===== config.mk =====
export PLATFORM = sky130hd
export DESIGN_NAME = v3au_front
export DESIGN_NICKNAME = d
export VERILOG_FILES = /design/src/sv/v3au_pkg.sv /design/src/sv/v3au_front.sv
export SDC_FILE = /design/constraint.sdc
export NUM_CORES = 1
export LEC_CHECK = 0
export ABC_AREA = 0
export ABC_CLOCK_PERIOD_IN_PS = 800
export BUFFER_PORTS_ARGS = -buffer_cell sky130_fd_sc_hd__buf_2
export CAP_MARGIN = 20
export CORE_AREA = 3 3 175 177
export DETAILED_ROUTE_END_ITERATION = 8
export DIE_AREA = 0 0 178 180
export PLACE_DENSITY = 0.36
export SLEW_MARGIN = 30
export SYNTH_ARGS = -nofsm -noshare
export SYNTH_HDL_FRONTEND = slang
export SYNTH_SLANG_ARGS = --single-unit

===== constraint.sdc =====
create_clock -name vclk -period 0.8
set_input_delay 0.08 -clock vclk [all_inputs]
set_output_delay 0.08 -clock vclk [all_outputs]
set_load 0.005 [all_outputs]

===== src/sv/v3au_pkg.sv =====
// Shared types, codes and helpers for the three-component vector ALU.
package v3au_pkg;

    localparam int FRAC_BITS_DEF = 16;
    localparam int QDEPTH        = 4;
    localparam int QAW           = $clog2(QDEPTH);

    localparam logic [2:0] OP_ADD   = 3'd0;
    localparam logic [2:0] OP_SUB   = 3'd1;
    localparam logic [2:0] OP_SCALE = 3'd2;
    localparam logic [2:0] OP_DIV   = 3'd3;
    localparam logic [2:0] OP_DOT   = 3'd4;
    localparam logic [2:0] OP_LEN   = 3'd5;
    localparam logic [2:0] OP_NORM  = 3'd6;

    typedef enum logic [2:0] {
        K_ADD, K_SUB, K_SCALE, K_DIV, K_DOT, K_LEN, K_NORM, K_NONE
    } kind_t;

    typedef struct packed {
        kind_t            kind;
        logic             div_zero;
        logic [2:0][31:0] a;
        logic [2:0][31:0] b;
        logic [31:0]      s;
    } item_t;

    typedef enum logic [2:0] {
        ST_IDLE, ST_PROD, ST_SQINIT, ST_ROOT, ST_DIVIDE, ST_FINISH
    } bstate_t;

    typedef struct packed {
        logic [31:0] val;
        logic        clip;
    } sat_t;

    // Clip a wide signed value to the 32-bit signed range.
    function automatic sat_t sat66(logic signed [65:0] v);
        sat_t r;
        if (v > 66'sd2147483647) begin
            r.val  = 32'h7FFF_FFFF;
            r.clip = 1'b1;
        end else if (v < -66'sd2147483648) begin
            r.val  = 32'h8000_0000;
            r.clip = 1'b1;
        end else begin
            r.val  = v[31:0];
            r.clip = 1'b0;
        end
        return r;
    endfunction

endpackage


===== src/sv/v3au_front.sv =====
// Front end: decodes the operation and flags a zero divisor.
module v3au_front
    import v3au_pkg::*;
(
    input  logic [2:0]  operation,
    input  logic [31:0] a_x,
    input  logic [31:0] a_y,
    input  logic [31:0] a_z,
    input  logic [31:0] b_x,
    input  logic [31:0] b_y,
    input  logic [31:0] b_z,
    input  logic [31:0] scalar_in,
    output item_t       item
);

    kind_t kind;

    always_comb
    begin
        case (operation)
            OP_ADD:   kind = K_ADD;
            OP_SUB:   kind = K_SUB;
            OP_SCALE: kind = K_SCALE;
            OP_DIV:   kind = K_DIV;
            OP_DOT:   kind = K_DOT;
            OP_LEN:   kind = K_LEN;
            OP_NORM:  kind = K_NORM;
            default:  kind = K_NONE;
        endcase
    end

    assign item.kind     = kind;
    assign item.div_zero = (kind == K_DIV) && (scalar_in == 32'd0);
    assign item.a        = {a_z, a_y, a_x};
    assign item.b        = {b_z, b_y, b_x};
    assign item.s        = scalar_in;

endmodule


==> flow_summary.json <==
{
  "placed_cells_incl_taps": 486,
  "worst_hold_path.endpoint": "item[148]",
  "fin_crit_ps": 1070,
  "avgSynthCellArea_um2": 7.37,
  "routed.top_layer": "met4",
  "routabilityCongestion": 0.432,
  "wl_met3_mm": 1.57,
  "p_seq_frac": 0,
  "die_y_um": 180,
  "hold_class": "primary input to primary output",
  "synth_common_cells": "buf_4, nor4_1, clkbuf_1, nand2_1",
  "hpwl_mm": 4.99,
  "grt_overflow": 0,
  "period_share": 1.34,
  "status": "finished, violations left",
  "synth_top_area_frac": 0.946,
  "start_util": 0.0604,
  "netlist_area_um2": 1780,
  "tightest_slew_ps": 215,
  "cp-end-kind": "primary output",
  "antenna_found_initial": 0,
  "seq_cells": 0,
  "rsz0062_at_grt": "true",
  "start_kind": "primary input",
  "grt_max_degree": 3,
  "dieArea_um2": 32000,
  "slew_headroom": 0.856,
  "hold_slack_ps": 160,
  "yosys_warnings": 0,
  "drv_slew": 0,
  "via_per_inst": 1.69,
  "layout-drive-gt1-share": 0.958,
  "ys_types": 9,
  "leakage_uw": 0.000361,
  "drt_wl_total_mm": 5.73,
  "synth_top_cell_by_area": "buf_4",
  "internal_power_uw": 187,
  "tns_ps": -268,
  "synthesis.nets": 468,
  "yosysMostFrequentCell": "buf_4",
  "wl_met2_mm": 2.76,
  "synth_area_leaders": "buf_4, nor4_1, nor4_2",
  "synth_compound_area_frac": 0,
  "synthMuxAreaShare": 0,
  "boundaryPins": 455,
  "fin_ws_ps": -268,
  "critPathKind": "primary input to primary output",
  "std_cell_rows": 63,
  "route.detailed.drc": 0,
  "max_cap_viol_count": 0,
  "swShare": 0.429,
  "drt-initial-drc-count": 4,
  "finalHoldViolCount": 0,
  "met1_length_um": 470,
  "setup_viol": 1,
  "fmax_mhz": 936,
  "core-area_um2": 29400,
  "first_pass_iters": 2,
  "arrival_ps": 990,
  "grt_pass1_vias": 832,
  "dr_total_vias": 818,
  "vdd_ir_drop_max_mv": 0.0446,
  "synth_simple_gate_area_frac": 0.0472,
  "groute.usage.overall": 0.0287,
  "synth_top_family_by_area": "buffers and inverters",
  "violations": "negative setup slack",
  "synth_fa_ha_area_frac": 0,
  "p_sw_uw": 141,
  "min_path_cells": 0,
  "routedWlPerCell_um": 11.8,
  "drtAntennaViolNets": 0,
  "synth-xor-area-share": 0,
  "crit_path_max_fanout": 2,
  "hold_buffers": 0,
  "crit_required_ps": 720,
  "nClkBuffers": 0,
  "die_w_um": 178,
  "nets": 324,
  "power.clock.fraction": 0,
  "grt_pass1_wl_mm": 6.16,
  "cellPowerDensity_nw_per_um2": 291,
  "hold_path.startpoint": "a_x[20]",
  "seq_area_frac_synth": 0,
  "regArea_um2": 0,
  "n_antenna_cell": 0,
  "stdcell_count": 485,
  "area_growth_pct": -36.4,
  "synthCells": 241,
  "port_buffers": 71,
  "combPwrFrac": 1.000
}
per-stage QoR:
stage                     instance area [um^2]  utilization  power (uW)  setup slack [ps]
after global routing                      1130       0.0384         361              -321
after detailed placement                  1010       0.0343         276              -346
after global placement                    1010       0.0343         276              -367
after CTS                                 1050       0.0359         298              -287
after floorplan                           1780            -         923              7.23
final                                     1130       0.0384         328              -268
how the worst max path moves through the flow:
stage | startpoint | slack (ps) | depth (start not counted) | end
finish | scalar_in[24] | -270 | 5 | item[224]
global route | scalar_in[30] | -320 | 5 | item[224]
CTS | scalar_in[12] | -290 | 5 | item[224]
detailed placement | scalar_in[15] | -350 | 5 | item[224]
global placement | scalar_in[15] | -370 | 5 | item[224]
floorplan | scalar_in[19] | 7 | 3 | item[224]
worst max-delay path: stages:
cell,delay (ps)
buf_6,100
nor4_4,270
nand3_2,140
nor4_2,240
buf_2,150
area by class of cell:
cell class                      instances  area [um^2]
Tap cell                              390          488
Fill cell                            3498        28300
Timing Repair Buffer                   81          478
Multi-Input combinational cell         14          164
layer usage:
| layer | track usage | vias to the layer above |
|---|---|---|
| met1 | 0.00279 | 277 |
| met4 | 0.0459 | 0 |
| met3 | 0.0292 | 98 |
| met5 | 0 | - |
| met2 | 0.0539 | 218 |
| li1 | - | 225 |
cell families (layout without fill, tap and decap cells):
logic type             Yosys count  in the layout
buffers and inverters          227             81
AND/OR/NAND/NOR                 14             14
what timing repair did:
item                       in CTS  in global routing
hold endpoints to repair        0                  0
cloned                          0                  0
gates resized for setup         9                 13
pin swaps                       5                 10
buffers inserted                0                  0
setup endpoints to repair       1                  1
power by group through the flow:
stage          combinational [uW]  clock, uW  sequential [uW]
6_report                      328          0                0
3_5_place_dp                  276          0                0
3_3_place_gp                  276          0                0
4_1_cts                       298          0                0
2_1_floorplan                 923          0                0
5_1_grt                       361          0                0
layout by cell type, fill, tap and decap left out:
| cell | n |
|---|---|
| nor4_4 | 3 |
| buf_6 | 6 |
| buf_2 | 64 |
| buf_4 | 10 |
| nor4_2 | 5 |
| nand3_2 | 1 |
| nor2_1 | 1 |
| nand2_1 | 2 |
| nand4_1 | 1 |
| nor3_2 | 1 |
| buf_8 | 1 |
No activity file was read; power rests on OpenSTA's default activity.
