**src/sv/v3au_pkg.sv**
```systemverilog
// Shared types, codes and helpers for the three-component vector ALU.
package v3au_pkg;

    localparam int FRAC_BITS_DEF = 16;
    localparam int QDEPTH        = 4;
    localparam int QAW           = $clog2(QDEPTH);

    localparam logic [2:0] OP_ADD   = 3'd0;
    localparam logic [2:0] OP_SUB   = 3'd1;
    localparam logic [2:0] OP_SCALE = 3'd2;
    localparam logic [2:0] OP_DIV   = 3'd3;
    localparam logic [2:0] OP_DOT   = 3'd4;
    localparam logic [2:0] OP_LEN   = 3'd5;
    localparam logic [2:0] OP_NORM  = 3'd6;

    typedef enum logic [2:0] {
        K_ADD, K_SUB, K_SCALE, K_DIV, K_DOT, K_LEN, K_NORM, K_NONE
    } kind_t;

    typedef struct packed {
        kind_t            kind;
        logic             div_zero;
        logic [2:0][31:0] a;
        logic [2:0][31:0] b;
        logic [31:0]      s;
    } item_t;

    typedef enum logic [2:0] {
        ST_IDLE, ST_PROD, ST_SQINIT, ST_ROOT, ST_DIVIDE, ST_FINISH
    } bstate_t;

    typedef struct packed {
        logic [31:0] val;
        logic        clip;
    } sat_t;

    // Clip a wide signed value to the 32-bit signed range.
    function automatic sat_t sat66(logic signed [65:0] v);
        sat_t r;
        if (v > 66'sd2147483647) begin
            r.val  = 32'h7FFF_FFFF;
            r.clip = 1'b1;
        end else if (v < -66'sd2147483648) begin
            r.val  = 32'h8000_0000;
            r.clip = 1'b1;
        end else begin
            r.val  = v[31:0];
            r.clip = 1'b0;
        end
        return r;
    endfunction

endpackage

```
**src/sv/v3au_fifo.sv**
```systemverilog
// Short queue between the front end and the execution back end.
module v3au_fifo
    import v3au_pkg::*;
(
    input  logic  clk,
    input  logic  rst_n,
    input  logic  push,
    input  item_t push_item,
    output logic  full,
    input  logic  pop,
    output logic  empty,
    output item_t head
);

    item_t          entry_reg [QDEPTH];
    logic [QAW-1:0] wr_ptr_reg, wr_ptr_next;
    logic [QAW-1:0] rd_ptr_reg, rd_ptr_next;
    logic [QAW:0]   count_reg, count_next;

    assign full  = (count_reg == (QAW+1)'(QDEPTH));
    assign empty = (count_reg == '0);
    assign head  = entry_reg[rd_ptr_reg];

    always_comb
    begin
        wr_ptr_next = wr_ptr_reg + QAW'(push);
        rd_ptr_next = rd_ptr_reg + QAW'(pop);
        count_next  = count_reg + (QAW+1)'(push) - (QAW+1)'(pop);
    end

    always_ff @(posedge clk or negedge rst_n)
    begin
        if (!rst_n)
        begin
            wr_ptr_reg <= '0;
            rd_ptr_reg <= '0;
            count_reg  <= '0;
        end
        else
        begin
            wr_ptr_reg <= wr_ptr_next;
            rd_ptr_reg <= rd_ptr_next;
            count_reg  <= count_next;
        end
    end

    always_ff @(posedge clk)
    begin
        if (push)
        begin
            entry_reg[wr_ptr_reg] <= push_item;
        end
    end

endmodule

```
**config.mk**
```make
export PLATFORM = sky130hd
export DESIGN_NAME = v3au_fifo
export DESIGN_NICKNAME = d
export VERILOG_FILES = /design/src/sv/v3au_pkg.sv /design/src/sv/v3au_fifo.sv
export SDC_FILE = /design/constraint.sdc
export NUM_CORES = 1
export LEC_CHECK = 0
export BUFFER_PORTS_ARGS = -buffer_cell sky130_fd_sc_hd__buf_2
export CORE_UTILIZATION = 51
export DETAILED_ROUTE_END_ITERATION = 10
export HOLD_SLACK_MARGIN = 0.08
export PLACE_DENSITY = 0.75
export SLEW_MARGIN = 20
export SYNTH_ARGS = -nofsm -noshare
export SYNTH_HDL_FRONTEND = slang
export SYNTH_SLANG_ARGS = --single-unit
```
**constraint.sdc**
```tcl
create_clock -name clk -period 16.35 [get_ports clk]
set_clock_uncertainty 0.05 [all_clocks]
set_input_delay 2.4525 -clock clk [delete_from_list [all_inputs] [get_ports clk]]
set_output_delay 2.4525 -clock clk [all_outputs]
set_load 0.005 [all_outputs]
```
==> results.toml <==
[floorplanning]
die_x_um = 258
row_count = 93
start_util = 0.518
core-area_um2 = 64700
die_height_um = 258
ios = 462
die_area_um2 = 66700

[finish]
regArea_um2 = 27600
fill_cells = 4401
largest_reg_flops = 912
drive_gt1_frac = 0.469
fin_util = 0.611
multi_input_comb_area_um2 = 5310
nets = 1976
areaGrowthSynthToFinish_pct = 18.1

[setup_path]
worst_setup_path_end_kind = "output pin"
worst_path_max_delay_cell = "dfrtp_4"
cp_data_arrival_time_ns = 5.25
crit_top_cell = "buf_4"
critPathTopFamily = "buffers and inverters"
crit_chain = "buf_4 > buf_4 > buf_4 > mux4_2 > buf_2"
cp_max_fo = 50
crit_required_ns = 13.85
max_stage_delay_ns = 1.00
worst-setup-path-type = "flop to output pin"
crit_path_start_kind = "flop"
cp.buffers_inverters = 4

[logic_synthesis]
synth_common_cells = "edfxtp_1, mux4_2, buf_12"
ys_seq_area_frac = 0.823
synth_most_common_cell = "edfxtp_1"
synth_ff_type = "edfxtp_1"
syn_inst = 1216
yosys_warnings = 0
synth_nets = 1453
yosys.cell_types.count = 17
ys_seq_elements = 919
synth_area_um2 = 33500
yosysTopAreaCell = "edfxtp_1"
async_flop_share = 0.00762
synthTopCellsByArea = "edfxtp_1, mux4_2, buf_12, dfrtp_1, buf_2"
synth_edf_count = 912
synth_top_cell_area_share = 0.818
avgSynthCellArea_um2 = 27.5

[timing]
timing.final.crit_share = 0.474
layout_min_cycle_time_ns = 7.75
finalSetupTns_ns = 0
slew_viol_final = 0
slew_headroom = 0.271
grt_setup_unrepaired = "no"
final_hold_viol_count = 0
worst_slack_ns = 8.60
worst_pin_slew_ns = 1.09
fmax_ghz = 0.129
setup_viol = 0
finalHoldWorstSlack_ns = 0.556

[grt]
antenna_found_initial = 26
first_global_vias = 15900
overflow = 0
grt_first_pass_wirelength_um = 98600
grtUsageTotal = 0.200
grt_max_degree = 67

[clock_network]
clock-sinks = 919
h-tree-depth = 3
root_buffer = "clkbuf_16"
ctsResizeCount = 0
cts_buffer_depth = 3
numCtsBuffers = 91
hold_buffers = 0
worstSkewPairLatency_ns = 0.64
clk_pin_slew_ns = 0.06
cts_post_setup_buffers_inserted = 0
cts_tree = "built"

[drt]
routedWlPerCell_um = 24.7
routed_wl_um = 66300
drt_iter0_markers = 1415
drc = 0
dr.pass1.iters = 5
antenna_left = 0
viasPerCell = 5.59
vias = 15000

[worst_hold_path]
min_path_type = "flop to flop"

[job]
drv_cap = 0

[placed_design]
hpwl_um = 39000
dp_slack_ns = 9.05
io_buffers = 461
place.gp.congestion = 0.774

[outcome]
outcome = "finished, final reports clean"

[power_and_ir_drop]
power_leakage_uw = 0.0134
ir_drop_v = 0.000124
cellPowerDensity_nw_per_um2 = 182
per-stage QoR:
step / cells / area (µm²) / total power [µW]
2_1_floorplan: 1216 / 33500 / 4590
3_3_place_gp: 2501 / 36400 / 5120
3_5_place_dp: 2501 / 36400 / 5160
4_1_cts: 2671 / 39500 / 7290
5_1_grt: 2674 / 39500 / 7490
6_report: 2683 / 39500 / 7190
routing by layer:
metal / GRT usage / vias up / share of wire / wire length (µm)
met1: 0.254 / 7824 / 0.37 / 24800
li1: - / 6388 / - / -
met3: 0.0735 / 140 / 0.096 / 6340
met5: 0 / - / 0.0034 / 228
met2: 0.326 / 607 / 0.50 / 33300
met4: 0.0564 / 34 / 0.023 / 1510
final timing paths:
check	startpoint	endpoint	slack (ns)	depth (start not counted)
worst max-delay path	rd_ptr_reg[0]	head[166]	8.60	5
worst min-delay path	wr_ptr_reg[1]	wr_ptr_reg[1]	0.56	1
worst max register to register	wr_ptr_reg[1]	entry_reg[1][112]	12.74	3
worst min register to register	wr_ptr_reg[1]	wr_ptr_reg[1]	0.56	1
max in group asynchronous	rst_n	rd_ptr_reg[1]	14.48	1
min in group asynchronous	rst_n	rd_ptr_reg[0]	1.59	1
placed cells by master (no fill, tap or decap), types with 3 or more instances in the layout:
cell type | Yosys | layout
edfxtp_1 | 912 | 912
buf_2 | 23 | 461
mux4_2 | 228 | 228
clkbuf_16 | 0 | 93
buf_4 | 0 | 20
clkinv_2 | 0 | 18
clkinv_1 | 0 | 17
clkbuf_1 | 2 | 16
diode_2 | 0 | 12
bufinv_16 | 0 | 12
clkinvlp_4 | 0 | 6
dfrtp_1 | 7 | 5
inv_1 | 4 | 4
ha_1 | 4 | 4
inv_6 | 0 | 3
clkinv_16 | 0 | 3
cell type report:
cell class	count	share of cell area
antenna	12	0.000759
clock buffer	109	0.0604
clock inverter	61	0.0177
inverter	4	0.000380
multi-input combinational	242	0.134
sequential	919	0.697
tap	855	0.0271
timing repair buffer	481	0.0621
power by group:
group	internal, µW	switching [µW]
registers	3090	160
clock network	1240	864
logic	880	946
total	5220	1970
cell families after synthesis:
family	synth area share
flip-flops	0.823
multiplexers	0.153
buffers and inverters	0.0192
AND/OR/NAND/NOR	0.00131
adder cells (fa/ha/maj)	0.00209
XOR/XNOR	0.00120
Power figures use the tool's default switching activity.
